<file path="config.mk">
export PLATFORM = sky130hd
export DESIGN_NAME = fdcu_resq_flat
export DESIGN_NICKNAME = d
export VERILOG_FILES = /design/src/rtl/core/fdcu_pkg.sv /design/src/rtl/core/fdcu_chan_if.sv /design/src/rtl/core/fdcu_resq.sv /design/src/flat_wrapper.sv
export SDC_FILE = /design/constraint.sdc
export NUM_CORES = 1
export LEC_CHECK = 0
export ABC_AREA = 1
export BUFFER_PORTS_ARGS = -buffer_cell sky130_fd_sc_hd__buf_2
export CORE_ASPECT_RATIO = 0.7
export CORE_MARGIN = 3
export CORE_UTILIZATION = 60
export CTS_BUF_LIST = sky130_fd_sc_hd__clkbuf_8
export DETAILED_ROUTE_END_ITERATION = 8
export PLACE_DENSITY = 0.86
export SLEW_MARGIN = 20
export SYNTH_ARGS = -nofsm -noshare
export SYNTH_HDL_FRONTEND = slang
export SYNTH_SLANG_ARGS = --single-unit
</file>
<file path="constraint.sdc">
create_clock -name i_clk -period 7.1 [get_ports i_clk]
set_input_delay 1.775 -clock i_clk [delete_from_list [all_inputs] [get_ports i_clk]]
set_output_delay 1.775 -clock i_clk [all_outputs]
set_load 0.02 [all_outputs]
</file>
<file path="src/rtl/core/fdcu_pkg.sv">
// shared types and constants of the frame decoder
package fdcu_pkg;

    localparam logic [7:0] FLAG_BYTE = 8'h7e;
    localparam logic [7:0] ESC_BYTE  = 8'h7d;
    localparam logic [7:0] ESC_XOR   = 8'h20;
    localparam logic [7:0] HDR0_BYTE = 8'h01;
    localparam logic [7:0] HDR1_BYTE = 8'h90;
    localparam logic [7:0] GOOD_SUM  = 8'hff;
    localparam logic [7:0] CHAR_CR   = 8'h0d;
    localparam logic [7:0] CHAR_LF   = 8'h0a;

    localparam int QDEPTH = 4;
    localparam int QAW    = $clog2(QDEPTH);

    typedef enum logic [2:0] {
        KIND_CODE    = 3'd0,
        KIND_TOKEN   = 3'd1,
        KIND_PAYLOAD = 3'd2,
        KIND_FEND    = 3'd3,
        KIND_TEXT    = 3'd4,
        KIND_TEND    = 3'd5,
        KIND_DISCARD = 3'd6
    } t_kind;

    typedef enum logic [1:0] {
        ERR_NONE   = 2'd0,
        ERR_SHORT  = 2'd1,
        ERR_ESCAPE = 2'd2,
        ERR_HEADER = 2'd3
    } t_err;

    typedef enum logic [9:0] {
        PH_IDLE   = 10'b00_0000_0001,
        PH_TEXT   = 10'b00_0000_0010,
        PH_FRAME  = 10'b00_0000_0100,
        PH_GOT01  = 10'b00_0000_1000,
        PH_GOT90  = 10'b00_0001_0000,
        PH_GOTLEN = 10'b00_0010_0000,
        PH_SELECT = 10'b00_0100_0000,
        PH_HFRAME = 10'b00_1000_0000,
        PH_HTEXT  = 10'b01_0000_0000,
        PH_OWED   = 10'b10_0000_0000
    } t_phase;

    typedef struct packed {
        t_phase      phase;
        logic        esc;
        logic [1:0]  cnt;
        logic [7:0]  held;
        logic [7:0]  sum;
        logic        cr;
        logic [15:0] left;
        logic [7:0]  lenh;
    } t_st;

    localparam t_st ST_RESET = '{PH_IDLE, 1'b0, 2'd0, 8'd0, 8'd0, 1'b0, 16'd0, 8'd0};

    typedef struct packed {
        logic [7:0] out_byte;
        t_kind      kind;
        logic       checksum_ok;
        t_err       error_code;
        logic       last;
    } t_res;

    // up to two results of one byte, n says how many
    typedef struct packed {
        t_res       r0;
        t_res       r1;
        logic [1:0] n;
    } t_rbuf;

endpackage

</file>
<file path="src/rtl/core/fdcu_chan_if.sv">


interface fdcu_res_if;
    logic       valid;
    logic       ready;
    logic [7:0] out_byte;
    logic [2:0] kind;
    logic       checksum_ok;
    logic [1:0] error_code;
    logic       last;

    modport source (output valid, output out_byte, output kind, output checksum_ok,
                    output error_code, output last, input ready);
    modport sink (input valid, input out_byte, input kind, input checksum_ok,
                  input error_code, input last, output ready);
endinterface


</file>
<file path="src/rtl/core/fdcu_resq.sv">
// result queue: takes up to two results a cycle, delivers one
module fdcu_resq
    import fdcu_pkg::*;
(
    input  logic          i_clk,
    input  logic          i_rst_n,
    input  t_rbuf         i_push,
    output logic          o_room,
    fdcu_res_if.source    o_res
);

    t_res           r_mem [QDEPTH];
    logic [QAW-1:0] r_wr;
    logic [QAW-1:0] r_rd;
    logic [QAW:0]   r_cnt;
    logic [QAW-1:0] n_wr;
    logic [QAW-1:0] n_rd;
    logic [QAW:0]   n_cnt;
    logic           pop;
    t_res           head;

    assign head              = r_mem[r_rd];
    assign o_res.valid       = (r_cnt != '0);
    assign o_res.out_byte    = head.out_byte;
    assign o_res.kind        = head.kind;
    assign o_res.checksum_ok = head.checksum_ok;
    assign o_res.error_code  = head.error_code;
    assign o_res.last        = head.last;

    assign pop    = o_res.valid && o_res.ready;
    // room for the two results a byte may cause
    assign o_room = (r_cnt <= (QAW+1)'(QDEPTH - 2));

    always_comb begin
        n_wr  = r_wr + QAW'(i_push.n);
        n_rd  = r_rd + QAW'(pop);
        n_cnt = r_cnt + (QAW+1)'(i_push.n) - (QAW+1)'(pop);
    end

    always_ff @(posedge i_clk) begin
        if (!i_rst_n) begin
            r_wr  <= '0;
            r_rd  <= '0;
            r_cnt <= '0;
        end else begin
            r_wr  <= n_wr;
            r_rd  <= n_rd;
            r_cnt <= n_cnt;
        end
    end

    always_ff @(posedge i_clk) begin
        if (i_push.n != 2'd0) r_mem[r_wr] <= i_push.r0;
        if (i_push.n == 2'd2) r_mem[r_wr + QAW'(1)] <= i_push.r1;
    end

    a_no_overflow: assert property (@(posedge i_clk) disable iff (!i_rst_n)
        (i_push.n != 2'd0) |-> o_room)
        else $error("results pushed without room");

    a_count: assert property (@(posedge i_clk) disable iff (!i_rst_n)
        i_rst_n |=> r_cnt == $past(r_cnt) + (QAW+1)'($past(i_push.n)) - (QAW+1)'($past(pop)))
        else $error("queue count out of step");

endmodule

</file>
<file path="src/flat_wrapper.sv">
// flat-port wrapper written by rule: the top's interface ports become plain ports
module fdcu_resq_flat import fdcu_pkg::*;
  (i_clk, i_rst_n, i_push, o_room, o_res_valid, o_res_out_byte, o_res_kind, o_res_checksum_ok, o_res_error_code, o_res_last, o_res_ready);
  fdcu_res_if o_res_i ();
  input  logic i_clk;
  input  logic i_rst_n;
  input  t_rbuf i_push;
  output logic o_room;
  output wire logic [$bits(o_res_i.valid)-1:0] o_res_valid;
  output wire logic [$bits(o_res_i.out_byte)-1:0] o_res_out_byte;
  output wire logic [$bits(o_res_i.kind)-1:0] o_res_kind;
  output wire logic [$bits(o_res_i.checksum_ok)-1:0] o_res_checksum_ok;
  output wire logic [$bits(o_res_i.error_code)-1:0] o_res_error_code;
  output wire logic [$bits(o_res_i.last)-1:0] o_res_last;
  input wire logic [$bits(o_res_i.ready)-1:0] o_res_ready;
  assign o_res_valid = o_res_i.valid;
  assign o_res_out_byte = o_res_i.out_byte;
  assign o_res_kind = o_res_i.kind;
  assign o_res_checksum_ok = o_res_i.checksum_ok;
  assign o_res_error_code = o_res_i.error_code;
  assign o_res_last = o_res_i.last;
  assign o_res_i.ready = o_res_ready;
  fdcu_resq u_core (.i_clk(i_clk), .i_rst_n(i_rst_n), .i_push(i_push), .o_room(o_room), .o_res(o_res_i));
endmodule
</file>
======== After elaboration in Yosys (flattened, before gate mapping) ========
Memories as Yosys holds them, arrays and structs flattened. A register that Yosys moved wholly into a read port is not among the register bits.
Cells that the tools add are included.
word-level totals
  memories kept ........................... 1
  RAM bits ................................ 60
  logic and storage cells ................. 19
  bits in registers ....................... 7
memory list
  memory        depth  width  rd ports  clocked after memory_dff  wr ports  line             text
  u_core.r_mem  4      15     1         1                         2         fdcu_resq.sv:12  t_res r_mem [QDEPTH];
cells by class
  magnitude comparators ................... 1
  reduce and logical (&&, ||, !) cells .... 3
  multiplexer cells ....................... 5
  add/subtract/negate cells ............... 5
  eq/ne operators ......................... 1
operator list
  kind                                                             number
  2-to-1 mux 1 bit                                                 4
  adder 3 x 2 -> 3 bit                                             1
  less-or-equal comparator 3 x 2 -> 1 bit (second input constant)  1
  nonzero test 3 bit                                               1
  subtractor 3 x 1 -> 3 bit                                        1
  adder 2 x 1 -> 2 bit                                             1
  adder 2 x 1 -> 2 bit (second input constant)                     1
  adder 2 bit                                                      1
  == test 2 bit (second input constant)                            1
  2-to-1 mux 2 bit                                                 1
  nonzero test 2 bit                                               1
  logical AND 1 bit                                                1

======== Logic depth before layout (Yosys ltp) ========
  depth after elaboration ................. 4
  gate-level depth with buffers ........... 10
  depth with buffers taken out ............ 10

======== Worst setup path before layout ========
OpenSTA, ideal clock, no wires.
  path type ............................... input to register
  start ................................... input port i_push[0] (netlist bit)
  end ..................................... memory u_core.r_mem[0][0] (netlist bit), enable pin
  path slack .............................. 3652 ps
  stages on the path ...................... 2
  buffers on the path ..................... 0
  arrival ................................. 3037 ps
  library setup time ...................... 411 ps
  cell sequence ........................... nor2_1 -> o31ai_1
RTL lines
  item                line               text
  start: declaration  flat_wrapper.sv:7  input t_rbuf i_push;
  end: declaration    fdcu_resq.sv:12

==> out/qor.csv <==
stage,metric,value,unit
critical_path,Worst setup EP type,output pin,
route,DRC viols,0,
route,DR WL/cell,15.57,µm
timing,Tightest Pin Transition,0.8905,ns
clock_network,CTS sink cnt,67,
synthesis,mapped cell area,3427,µm²
synthesis,yosys synthesis warning count,0,
critical_path,Worst Path Required,5.33,ns
clock_network,CTS Buffer Depth,2,
final_layout,layout cells sized above 1,23.25,%
synthesis,"Top FF cell, synth",edfxtp_1,
grt,vias in the first global route,2420,
critical_path,startpoint types,flop,
timing,Final Cycle Share,57.29,%
timing,post-route worst hold slack,0.5446,ns
power,power per cell area,289.6,nW/µm²
clock_network,clk_lat worst skew,0.34,ns
timing,Fin. Hold Viols,0,
timing,RSZ-0062 raised after global routing,no,
job,max cap viols,0,
timing,fmax,245.8,MHz
clock_network,Clock transition at path regs,0.07,ns
route,initial DRC count,179,
timing,PnR worst setup slack,3.032,ns
floorplanning,# IOs,52,
grt,gr ovfl total,0,
synthesis,Synth area leaders,"edfxtp_1 53%, nand2_1 7.8%, o21ai_1 6.7%",
clock_network,CTS hold repair buffers,0,
synthesis,most area-hungry cell type in the Yosys netlist,edfxtp_1,
clock_network,CTS tree,yes,
floorplanning,placeable core area,5368,µm²
clock_network,setup repair bufs after CTS,0,
final_layout,cell area after layout,3831,µm²
placement,DP Area,3645,µm²
route,vias per cell,5.553,
synthesis,top cell type's share of synthesized area,52.57,%
final_layout,"commonest non-fill, non-tap cell in the layout",nand2_1,
synthesis,Syn Nets,389,
floorplanning,Die H,69.23,µm
grt,largest net degree at the start of global routing,35,
grt,global-route wire length before repair,11770,µm
route,via count,2621,
grt,initial antenna violation count,0,
critical_path,R2R depth,4,
final_layout,NumNets Final,434,
synthesis,number of synthesized flops with an enable pin,60,
placement,# port buffers,51,
timing,clk_skew,0.005366,ns
critical_path,CP Max Fanout,34,
synthesis,ys async rst share,0,%
floorplanning,Die X,96.33,µm
timing,Slew HR,40.57,%
route,"wirelength, routed",7350,µm
timing,fin. max-slew vios,0,
grt,Total GRT Usage,23.59,%
floorplanning,Std-Cell Rows,22,
critical_path,"Data arrival, critical path",2.29,ns
hold_path,hold-critical path depth,2,
critical_path,Setup CP Type,flop to output pin,
power,Leak Pwr,1.635,nW
power,Max VDD drop,0.0001816,V
power,Total Power,0.001110,W
clock_network,Inserted Clock Buffers,9,
synthesis,library cells used by synthesis,24,
placement,GPL Wtd Cong,0.7583,
final_layout,Antenna Diode Count,0,
timing,total negative slack,0,ns
route,drt pass-1 iters,4,
clock_network,CTS H-Tree Depth,3,
floorplanning,Initial Utilization,63.85,%
final_layout,area delta synth->final,11.79,%
synthesis,Yosys reg bits,67,
timing,Tmin final,4.068,ns
clock_network,cts repair resizes,0,
placement,pre-CTS setup slack,2.978,ns
hold_path,worst min path class,flop to flop,
synthesis,Syn Inst Count,350,
clock_network,Root Buffer,clkbuf_8,
floorplanning,die footprint,6669,µm²
synthesis,Syn Area/Cell,9.792,µm²
synthesis,register area share after synthesis,56.66,%
placement,HPWL Detailed,4760,µm
run_status,outcome,"finished, final reports clean",
route,Detail Route Antenna Nets,0,
timing,Finish-stage setup viols,0,
final_layout,"commonest non-fill, non-tap cells in the layout","71 x nand2_1, 60 x edfxtp_1, 51 x buf_2",
state kept, by name (all words and copies together), names as in the netlist:
name,count
u_core.r_wr,2
u_core.r_mem,60
u_core.r_cnt,3
u_core.r_rd,2
cells by family after synthesis:
family | Yosys count | synth area share (%)
and+or+nand+nor | 117 | 14.17
AOI/OAI and AO/OA | 112 | 18.84
buffers and inverters | 48 | 8.141
adders and majority gates | 4 | 1.680
xor gates and xnor gates | 2 | 0.5112
DFF | 67 | 56.66
per-layer routing:
layer / GRT usage (%) / vias to the layer above / share of wire (%)
li1: - / 1309 / -
met1: 31.43 / 1206 / 42
met2: 36.88 / 96 / 49
met3: 6.941 / 10 / 7.7
met4: 8.243 / 0 / 1.3
met5: 0 / - / 0
synthesized netlist by cell type, types with 2 or more instances:
cell       n
a21oi_1    2
buf_2      5
buf_6     12
clkbuf_1   2
clkbuf_2   2
dfxtp_1    7
edfxtp_1  60
ha_1       3
inv_1     26
nand2_1   71
nand3_1    2
nand3_2    4
nor2_1    38
o21ai_0   30
o21ai_1   46
o21ai_2   15
o22ai_1   15
o31ai_1    4
area by class of cell:
type                       instances  area (µm²)
inverter                          27       101.3
fill                             387        1536
clock inverter                     7       61.31
clock buffer                       9       123.9
tap                               72       90.09
timing repair buffer              55       285.3
multi-input combinational        235        1226
sequential                        67        1943
worst max-delay path, cell delays in order, from the launching register on:
cell	delay [ns]
dfxtp_2	0.69
inv_1	0.56
o21ai_0	0.41
o22ai_1	0.10
buf_2	0.17
power breakdown:
part | internal (W) | leakage, nW | switching, W
registers | 0.000481 | 0.622 | 0.0000338
clock network | 0.000158 | 0.0969 | 0.000139
logic | 0.0000983 | 0.916 | 0.000199
metrics by stage:
| stage | instances | util, % |
|---|---|---|
| final | 472 | 71.38 |
| after global routing | 472 | 71.38 |
| after floorplan | 350 | - |
| after CTS | 472 | 71.35 |
| after global placement | 456 | 67.90 |
| after detailed placement | 456 | 67.90 |
final timing paths:
path	from	end	slack [ns]
worst max-delay path	u_core.r_rd[0]$_SDFF_PN0_	o_res_error_code[1]	3.03
worst min-delay path	u_core.r_cnt[2]$_SDFF_PN0_	u_core.r_cnt[2]$_SDFF_PN0_	0.54
worst min register to register	u_core.r_cnt[2]$_SDFF_PN0_	u_core.r_cnt[2]$_SDFF_PN0_	0.54
worst max register to register	u_core.r_wr[0]$_SDFF_PN0_	u_core.r_mem[3][14]$_DFFE_PP_	4.84
Note: power is estimated with default switching activity, not from simulation.
